==> src/sv/wcdf_pkg.sv <==
// shared types, constants and codes for the window coverage deletion finder
package wcdf_pkg;

  localparam int DEPTH_BITS    = 16;
  localparam int FRACTION_BITS = 8;
  localparam int SUM_BITS      = 32;
  localparam int COUNT_BITS    = 16;
  localparam int MEAN_BITS     = 24;
  localparam int POS_BITS      = 32;
  localparam int WLEN_BITS     = 16;
  localparam int DIVIDEND_BITS = SUM_BITS + FRACTION_BITS;
  localparam int HIGH_BITS     = DIVIDEND_BITS - MEAN_BITS;
  localparam int STEP_BITS     = $clog2(MEAN_BITS);

  localparam int ADDR_BITS = 3;
  localparam int DATA_BITS = 32;

  // register index, taken from paddr[2]
  localparam logic REG_WINDOW_LENGTH = 1'b0;
  localparam logic REG_MIN_DELETION  = 1'b1;

  localparam logic KIND_WINDOW   = 1'b0;
  localparam logic KIND_DELETION = 1'b1;

  typedef enum logic [2:0] {
    ST_IDLE,
    ST_START_S,
    ST_WAIT_S,
    ST_START_R,
    ST_WAIT_R,
    ST_EMIT_WIN,
    ST_EMIT_DEL
  } wcdf_state_t;

  typedef struct packed {
    logic busy;
    logic done;
  } div_status_t;

endpackage

==> src/sv/window_coverage_deletion_finder.sv <==
// top level: window accumulation, mean sequencing, deletion run tracking and output word
// Takes one position word per cycle while a window is filling (in_ready stays high in idle).
// A position that closes a window (count reaches window_length, or last_position is set)
// starts the mean sequence: the single shared divider computes the subject mean and then the
// reference mean, 24 quotient bits one per cycle each, so in_ready stays low from the closing
// word until the window word, and any deletion word that follows, is loaded for output. A division
// by a zero count or one whose mean saturates skips the quotient bit steps. The sequence
// also waits on out_ready. The block puts out the window summary word and, when a run of at
// least min_deletion_length ends, a deletion word. The user must write both registers over
// the APB port (byte addresses 0 and 4) only while idle; the block does not enforce this.
module window_coverage_deletion_finder
  import wcdf_pkg::*;
(
  input  logic                  clk,
  input  logic                  rst,
  input  logic                  psel,
  input  logic                  penable,
  input  logic                  pwrite,
  input  logic [ADDR_BITS-1:0]  paddr,
  input  logic [DATA_BITS-1:0]  pwdata,
  output logic [DATA_BITS-1:0]  prdata,
  output logic                  pready,
  input  logic                  in_valid,
  output logic                  in_ready,
  input  logic [DEPTH_BITS-1:0] subject_depth,
  input  logic [DEPTH_BITS-1:0] reference_depth,
  input  logic                  last_position,
  output logic                  out_valid,
  input  logic                  out_ready,
  output logic                  record_kind,
  output logic [POS_BITS-1:0]   start_position,
  output logic [MEAN_BITS-1:0]  subject_mean,
  output logic [MEAN_BITS-1:0]  reference_mean,
  output logic [POS_BITS-1:0]   run_length,
  output logic                  final_record
);

  wcdf_state_t state, state_next;

  logic [WLEN_BITS-1:0]  window_length;
  logic [POS_BITS-1:0]   min_deletion_length;

  logic [SUM_BITS-1:0]   subject_sum, reference_sum;
  logic [COUNT_BITS-1:0] subject_nz, reference_nz;
  logic [WLEN_BITS-1:0]  positions_in_window;
  logic [POS_BITS-1:0]   window_start;
  logic                  run_open;
  logic [POS_BITS-1:0]   run_start;
  logic [POS_BITS-1:0]   run_total;
  logic                  last_seen;
  logic                  del_pending;
  logic [MEAN_BITS-1:0]  sm_hold, rm_hold;

  logic [SUM_BITS:0]     subject_sum_wide, reference_sum_wide;
  logic [SUM_BITS-1:0]   subject_sum_next, reference_sum_next;
  logic [COUNT_BITS-1:0] subject_nz_next, reference_nz_next;
  logic [WLEN_BITS-1:0]  positions_next;
  logic [WLEN_BITS-1:0]  wl_eff;
  logic                  closes;

  logic                  is_del;
  logic [POS_BITS-1:0]   run_start_next;
  logic [POS_BITS:0]     run_total_wide;
  logic [POS_BITS-1:0]   run_total_next;
  logic                  report_del;

  logic                  accept;
  logic                  out_free;
  logic                  cfg_write;
  logic                  div_start;
  logic [SUM_BITS-1:0]   div_sum;
  logic [COUNT_BITS-1:0] div_count;
  logic [MEAN_BITS-1:0]  div_quotient;
  div_status_t           div_status;
  logic                  load_win, load_del;

  wcdf_divider u_divider (
    .clk      (clk),
    .rst      (rst),
    .start    (div_start),
    .sum      (div_sum),
    .count    (div_count),
    .quotient (div_quotient),
    .status   (div_status)
  );

  // configuration port
  assign pready    = 1'b1;
  assign cfg_write = psel && penable && pwrite && pready;

  always_comb begin
    case (paddr[2])
      REG_WINDOW_LENGTH: prdata = DATA_BITS'(window_length);
      REG_MIN_DELETION:  prdata = min_deletion_length;
      default:           prdata = '0;
    endcase
  end

  // accumulation of the incoming position
  assign accept   = in_valid && in_ready;
  assign out_free = !out_valid || out_ready;

  assign subject_sum_wide   = {1'b0, subject_sum} + (SUM_BITS+1)'(subject_depth);
  assign reference_sum_wide = {1'b0, reference_sum} + (SUM_BITS+1)'(reference_depth);
  assign subject_sum_next   = subject_sum_wide[SUM_BITS] ? '1 : subject_sum_wide[SUM_BITS-1:0];
  assign reference_sum_next =
    reference_sum_wide[SUM_BITS] ? '1 : reference_sum_wide[SUM_BITS-1:0];
  assign subject_nz_next   = (subject_depth != '0 && subject_nz != '1) ?
                             subject_nz + 1'b1 : subject_nz;
  assign reference_nz_next = (reference_depth != '0 && reference_nz != '1) ?
                             reference_nz + 1'b1 : reference_nz;
  assign positions_next = (positions_in_window != '1) ?
                          positions_in_window + 1'b1 : positions_in_window;
  assign wl_eff = (window_length == '0) ? WLEN_BITS'(1) : window_length;
  assign closes = (positions_next >= wl_eff) || last_position;

  // run tracking for the window being closed
  assign is_del         = (sm_hold == '0) && (rm_hold != '0);
  assign run_start_next = run_open ? run_start : window_start;
  assign run_total_wide = {1'b0, (run_open ? run_total : '0)} + (POS_BITS+1)'(positions_in_window);
  assign run_total_next = run_total_wide[POS_BITS] ? '1 : run_total_wide[POS_BITS-1:0];
  // a run is reported when it ends (a failing window, or the last position) if long enough
  assign report_del = is_del ? (last_seen && run_total_next >= min_deletion_length)
                             : (run_open && run_total >= min_deletion_length);

  assign div_sum   = (state == ST_START_S) ? subject_sum : reference_sum;
  assign div_count = (state == ST_START_S) ? subject_nz : reference_nz;

  // next state
  always_comb begin
    state_next = state;
    case (state)
      ST_IDLE:     if (accept && closes) state_next = ST_START_S;
      ST_START_S:  state_next = ST_WAIT_S;
      ST_WAIT_S:   if (div_status.done) state_next = ST_START_R;
      ST_START_R:  state_next = ST_WAIT_R;
      ST_WAIT_R:   if (div_status.done) state_next = ST_EMIT_WIN;
      ST_EMIT_WIN: if (out_free) state_next = report_del ? ST_EMIT_DEL : ST_IDLE;
      ST_EMIT_DEL: if (out_free) state_next = ST_IDLE;
      default:     state_next = ST_IDLE;
    endcase
  end

  // sequencer outputs
  always_comb begin
    in_ready  = 1'b0;
    div_start = 1'b0;
    load_win  = 1'b0;
    load_del  = 1'b0;
    case (state)
      ST_IDLE:     in_ready  = 1'b1;
      ST_START_S:  div_start = 1'b1;
      ST_START_R:  div_start = 1'b1;
      ST_EMIT_WIN: load_win  = out_free;
      ST_EMIT_DEL: load_del  = out_free;
      default:     ;
    endcase
  end

  always_ff @(posedge clk) begin
    if (rst) begin
      state               <= ST_IDLE;
      window_length       <= WLEN_BITS'(1);
      min_deletion_length <= '0;
      subject_sum         <= '0;
      reference_sum       <= '0;
      subject_nz          <= '0;
      reference_nz        <= '0;
      positions_in_window <= '0;
      window_start        <= '0;
      run_open            <= 1'b0;
      run_start           <= '0;
      run_total           <= '0;
      last_seen           <= 1'b0;
      del_pending         <= 1'b0;
      out_valid           <= 1'b0;
    end else begin
      state <= state_next;

      if (cfg_write) begin
        case (paddr[2])
          REG_WINDOW_LENGTH: window_length <= pwdata[WLEN_BITS-1:0];
          REG_MIN_DELETION:  min_deletion_length <= pwdata;
          default:           ;
        endcase
      end

      if (accept) begin
        subject_sum         <= subject_sum_next;
        reference_sum       <= reference_sum_next;
        subject_nz          <= subject_nz_next;
        reference_nz        <= reference_nz_next;
        positions_in_window <= positions_next;
        last_seen           <= last_position;
      end

      if (state == ST_WAIT_S && div_status.done) sm_hold <= div_quotient;
      if (state == ST_WAIT_R && div_status.done) rm_hold <= div_quotient;

      if (load_win || load_del) begin
        out_valid <= 1'b1;
      end else if (out_ready) begin
        out_valid <= 1'b0;
      end

      if (load_win) begin
        record_kind    <= KIND_WINDOW;
        start_position <= window_start;
        subject_mean   <= sm_hold;
        reference_mean <= rm_hold;
        run_length     <= '0;
        final_record   <= last_seen && !report_del;
        del_pending    <= report_del;
        if (is_del) begin
          run_start <= run_start_next;
          run_total <= run_total_next;
        end
        run_open            <= is_del && !last_seen;
        window_start        <= last_seen ? '0 : window_start + POS_BITS'(positions_in_window);
        subject_sum         <= '0;
        reference_sum       <= '0;
        subject_nz          <= '0;
        reference_nz        <= '0;
        positions_in_window <= '0;
      end

      if (load_del) begin
        record_kind    <= KIND_DELETION;
        start_position <= run_start;
        subject_mean   <= '0;
        reference_mean <= '0;
        run_length     <= run_total;
        final_record   <= last_seen;
        del_pending    <= 1'b0;
      end
    end
  end

  a_del_zero_means: assert property (@(posedge clk) disable iff (rst)
    out_valid && record_kind == KIND_DELETION |-> subject_mean == '0 && reference_mean == '0)
    else $error("deletion word carries a nonzero mean");

  a_win_zero_length: assert property (@(posedge clk) disable iff (rst)
    out_valid && record_kind == KIND_WINDOW |-> run_length == '0)
    else $error("window word carries a run length");

  a_div_done_in_wait: assert property (@(posedge clk) disable iff (rst)
    div_status.done |-> state == ST_WAIT_S || state == ST_WAIT_R)
    else $error("divider finished outside a wait state");

  a_del_follows_win: assert property (@(posedge clk) disable iff (rst)
    state == ST_EMIT_DEL |-> del_pending)
    else $error("deletion emit without a pending run");

endmodule

==> src/sv/wcdf_divider.sv <==
// shared restoring divider: (sum << fraction bits) / count, saturated, one bit per cycle
module wcdf_divider
  import wcdf_pkg::*;
(
  input  logic                  clk,
  input  logic                  rst,
  input  logic                  start,
  input  logic [SUM_BITS-1:0]   sum,
  input  logic [COUNT_BITS-1:0] count,
  output logic [MEAN_BITS-1:0]  quotient,
  output div_status_t           status
);

  logic [DIVIDEND_BITS-1:0] dividend;
  logic [HIGH_BITS-1:0]     high_part;
  logic                     saturate;

  logic [COUNT_BITS-1:0] rem;
  logic [COUNT_BITS-1:0] divisor;
  logic [MEAN_BITS-1:0]  shreg;
  logic [STEP_BITS-1:0]  steps;
  logic                  busy;
  logic                  done;

  logic [COUNT_BITS:0]   trial;
  logic                  fits;
  logic [COUNT_BITS:0]   trial_diff;

  assign dividend  = DIVIDEND_BITS'(sum) << FRACTION_BITS;
  assign high_part = dividend[DIVIDEND_BITS-1:MEAN_BITS];
  // quotient reaches 2^24 exactly when the upper dividend bits reach the divisor
  assign saturate  = 32'(high_part) >= 32'(count);

  assign trial      = {rem, shreg[MEAN_BITS-1]};
  assign fits       = trial >= {1'b0, divisor};
  assign trial_diff = trial - {1'b0, divisor};

  always_ff @(posedge clk) begin
    if (rst) begin
      busy <= 1'b0;
      done <= 1'b0;
    end else begin
      done <= 1'b0;
      if (start) begin
        if (count == '0) begin
          shreg <= '0;
          done  <= 1'b1;
        end else if (saturate) begin
          shreg <= '1;
          done  <= 1'b1;
        end else begin
          rem     <= COUNT_BITS'(high_part);
          shreg   <= dividend[MEAN_BITS-1:0];
          divisor <= count;
          steps   <= '0;
          busy    <= 1'b1;
        end
      end else if (busy) begin
        rem   <= fits ? trial_diff[COUNT_BITS-1:0] : trial[COUNT_BITS-1:0];
        shreg <= {shreg[MEAN_BITS-2:0], fits};
        steps <= steps + 1'b1;
        if (steps == STEP_BITS'(MEAN_BITS - 1)) begin
          busy <= 1'b0;
          done <= 1'b1;
        end
      end
    end
  end

  assign quotient    = shreg;
  assign status.busy = busy;
  assign status.done = done;

endmodule

==> config.mk <==
export PLATFORM = sky130hd
export DESIGN_NAME = window_coverage_deletion_finder
export DESIGN_NICKNAME = d
export VERILOG_FILES = /design/src/sv/wcdf_pkg.sv /design/src/sv/window_coverage_deletion_finder.sv /design/src/sv/wcdf_divider.sv
export SDC_FILE = /design/constraint.sdc
export NUM_CORES = 1
export LEC_CHECK = 0
export BUFFER_PORTS_ARGS = -buffer_cell sky130_fd_sc_hd__clkbuf_2
export CAP_MARGIN = 20
export CELL_PAD_IN_SITES_DETAIL_PLACEMENT = 0
export CELL_PAD_IN_SITES_GLOBAL_PLACEMENT = 1
export CORE_MARGIN = 4
export CORE_UTILIZATION = 50
export CTS_CLUSTER_DIAMETER = 120
export DETAILED_ROUTE_END_ITERATION = 10
export PLACE_DENSITY = 0.84
export SLEW_MARGIN = 0
export SYNTH_ARGS = -nofsm -noshare
export SYNTH_HDL_FRONTEND = slang
export SYNTH_SLANG_ARGS = --single-unit
==> constraint.sdc <==
create_clock -name clk -period 12.05 [get_ports clk]
set_input_delay 1.205 -clock clk [delete_from_list [all_inputs] [get_ports clk]]
set_output_delay 1.205 -clock clk [all_outputs]
set_load 0.05 [all_outputs]
==> results.cfg <==
[route]
antenna_left = 0
first_iter_violations = 1533
post_drt_wl_per_cell_um = 18.40
viasPerCell = 5.697
vias = 21690
dr.pass1.iters = 7
wirelength_um = 70040
drc_errors = 0

[cells_and_area]
drive_gt1_share_pct = 12.80
final_util_pct = 57.08
fillers = 4642
syn_to_final_growth_pct = 12.96
fin_cells = 3807
nets = 3334

[floorplan]
io_pins = 224
die_w_um = 238.5
core_area_um2 = 52550
die_y_um = 238.5
die_area_um2 = 56860
rows = 84
start_util_pct = 50.53

[yosys]
yosys_register_bits = 487
syn_inst = 2902
synth_common_cells = nand2_1, dfxtp_1, a21oi_1, edfxtp_1, nor2_1
synthTopCellsByArea = edfxtp_1, dfxtp_1, ha_1, nand2_1, a21oi_1
ys_types = 87
synth_top_cell_by_area = edfxtp_1
syn_area_um2 = 26550
ys.flop_type = dfxtp_1
yosysWarnings = 0
synth_async_sr_flop_share_pct = 0
synth_edf_count = 223
synth_nets = 3162
synth.most_common_cell = nand2_1
ys_seq_area_share_pct = 45.12
syn_area_per_cell_um2 = 9.150
synth_top_area_share_pct = 25.22

[clocking]
cts_tree = yes
root_buffer = clkbuf_16
post_cts_resized = 0
cts_hold_buffers = 0
clk_pin_slew_ps = 60
postCtsSetupRepairBufs = 0
h-tree-depth = 2
cts_sinks = 487
cts_buffers = 52
clk_path_buf_depth = 3
clock_latency_ps = 600

[sta]
period_minus_slack_ps = 6541
skew_ps = 13.17
final-setup-viol-count = 0
worst_pin_slew_ps = 1045
hold_viol_final = 0
period_share_pct = 54.28
slew_headroom_pct = 30.31
finalSetupTns_ps = 0
worst_slack_ps = 5510
rsz0062_at_grt = no
max_clock_freq_mhz = 152.9
drv_slew = 0

[pwr]
p_leak_nw = 11.84
powerDensity_nw_per_um2 = 142.0
ir_worst_vdd_mv = 0.1098

[placement]
io_buffers = 220
post-place-ws_ps = 5576
placed_cells = 3707
globalplace.congestion = 0.9004
dp_hpwl_um = 51290

[setup_path]
cp-end-kind = flop
rrSetupSlack_ps = 5510
crit_arrival_ps = 6840
critPathMaxStageDelay_ps = 600
crit_path_start_kind = flop
cp_max_fo = 41
critical_path.top_delay_family = compound AO/OA/AOI/OAI gates
worstPathRequired_ps = 12350
slowest_stage = o21ai_0
crit_chain = buf_4, inv_1, nor2_1, ha_1, fa_1, a211oi_1, o211ai_1, nand4_1, a31oi_1, o211ai_1, buf_4, o211ai_1, ha_1, nand4_1, nor4_1, a221o_1, a21oi_1, o21ai_0, o21ai_0, o21ai_0, a21boi_0
crit_buf_inv = 3
crit_type = reg -> reg

[global_route]
grt_pass1_vias = 20620
grt_max_degree = 83
busiest_layer = met2
grt_util_met3_pct = 2.497
grt_use_met1_pct = 31.48
grt_usage_pct = 24.10
grt_overflow_total = 0
grt_pass1_wl_um = 111600
grt.met2_usage_pct = 41.92
antenna_found_initial = 2

[flow_run]
max_cap_violations = 0

[run_status]
status = complete, no violations

[hold_path]
hold_path_class = reg -> reg
[per-stage QoR]
stage               instance area, um^2  hold WS (ps)  power, mW
finish                            30000         453.4      4.259
detailed placement                28270         446.5      2.676
global route                      30000         466.5      4.462
floorplan                         26550         436.3      2.476
CTS                               29980         455.1      4.290
global placement                  28260         441.5      2.656
[per-layer routing]
layer,up-vias,part of all wire (%)
met5,-,0
met4,0,3.2
met3,120,4.0
met2,507,49
met1,10290,43
li1,10780,-
[area by class of cell]
type | count | area (um^2) | area share, %
clock inverter | 31 | 297.8 | 0.9928
sequential | 487 | 11980 | 39.94
inverter | 129 | 484.2 | 1.614
timing repair buffer | 248 | 1314 | 4.380
multi-input combinational | 2156 | 13640 | 45.46
antenna | 2 | 5.005 | 0.01669
tap | 688 | 860.8 | 2.870
clock buffer | 66 | 1415 | 4.718
[worst min-delay path: cells and delay by family (launching register included)]
kind               cells  cell delay (ps)
and+or+nand+nor        1               50
DFF                    1              310
AOI/OAI and AO/OA      1               50
[cell families after synthesis]
logic type	Yosys count	synth area share (%)
muxes	77	3.053
AOI/OAI and AO/OA	688	15.73
buffers and inverters	259	3.770
and+or+nand+nor	1076	19.20
DFF	487	45.12
other	1	0.01412
adders and majority gates	185	8.858
xor gates and xnor gates	129	4.255
[cells in the final DEF (no fill, tap or decap), types with 102 or more instances in the layout]
cell type  synthesis  routed
a21oi_1          247     247
and2_1           102     102
dfxtp_1          264     264
clkbuf_2           0     219
o21ai_0          178     178
edfxtp_1         223     223
ha_1             180     180
nand2_1          433     432
nor2_1           200     194
inv_1            127     127
[worst paths after layout]
| path | from | to | cells after the start |
|---|---|---|---|
| setup / recovery | run_open | final_record | 21 |
| hold / removal | min_deletion_length[31] | min_deletion_length[31] | 2 |
| hold reg to reg | min_deletion_length[31] | min_deletion_length[31] | 2 |
| setup reg to reg | run_open | final_record | 21 |
[power by group]
part / switching (mW) / internal, mW / leakage (nW)
Sequential: 0.0727 / 1.82 / 4.12
Combinational: 0.463 / 0.295 / 6.90
Clock: 0.686 / 0.923 / 0.824
Total: 1.22 / 3.04 / 11.8
[sequential cells by signal (all words and copies together) (netlist names), 24 cells and up]
register and count:
run_total 32, run_length 32, u_divider.quotient 24, min_deletion_length 32
reference_sum 32, reference_mean 24, subject_mean 24, subject_sum 32
run_start 32, start_position 32, window_start 32, sm_hold 24
rm_hold 24
Note: power is estimated with default switching activity, not from simulation.
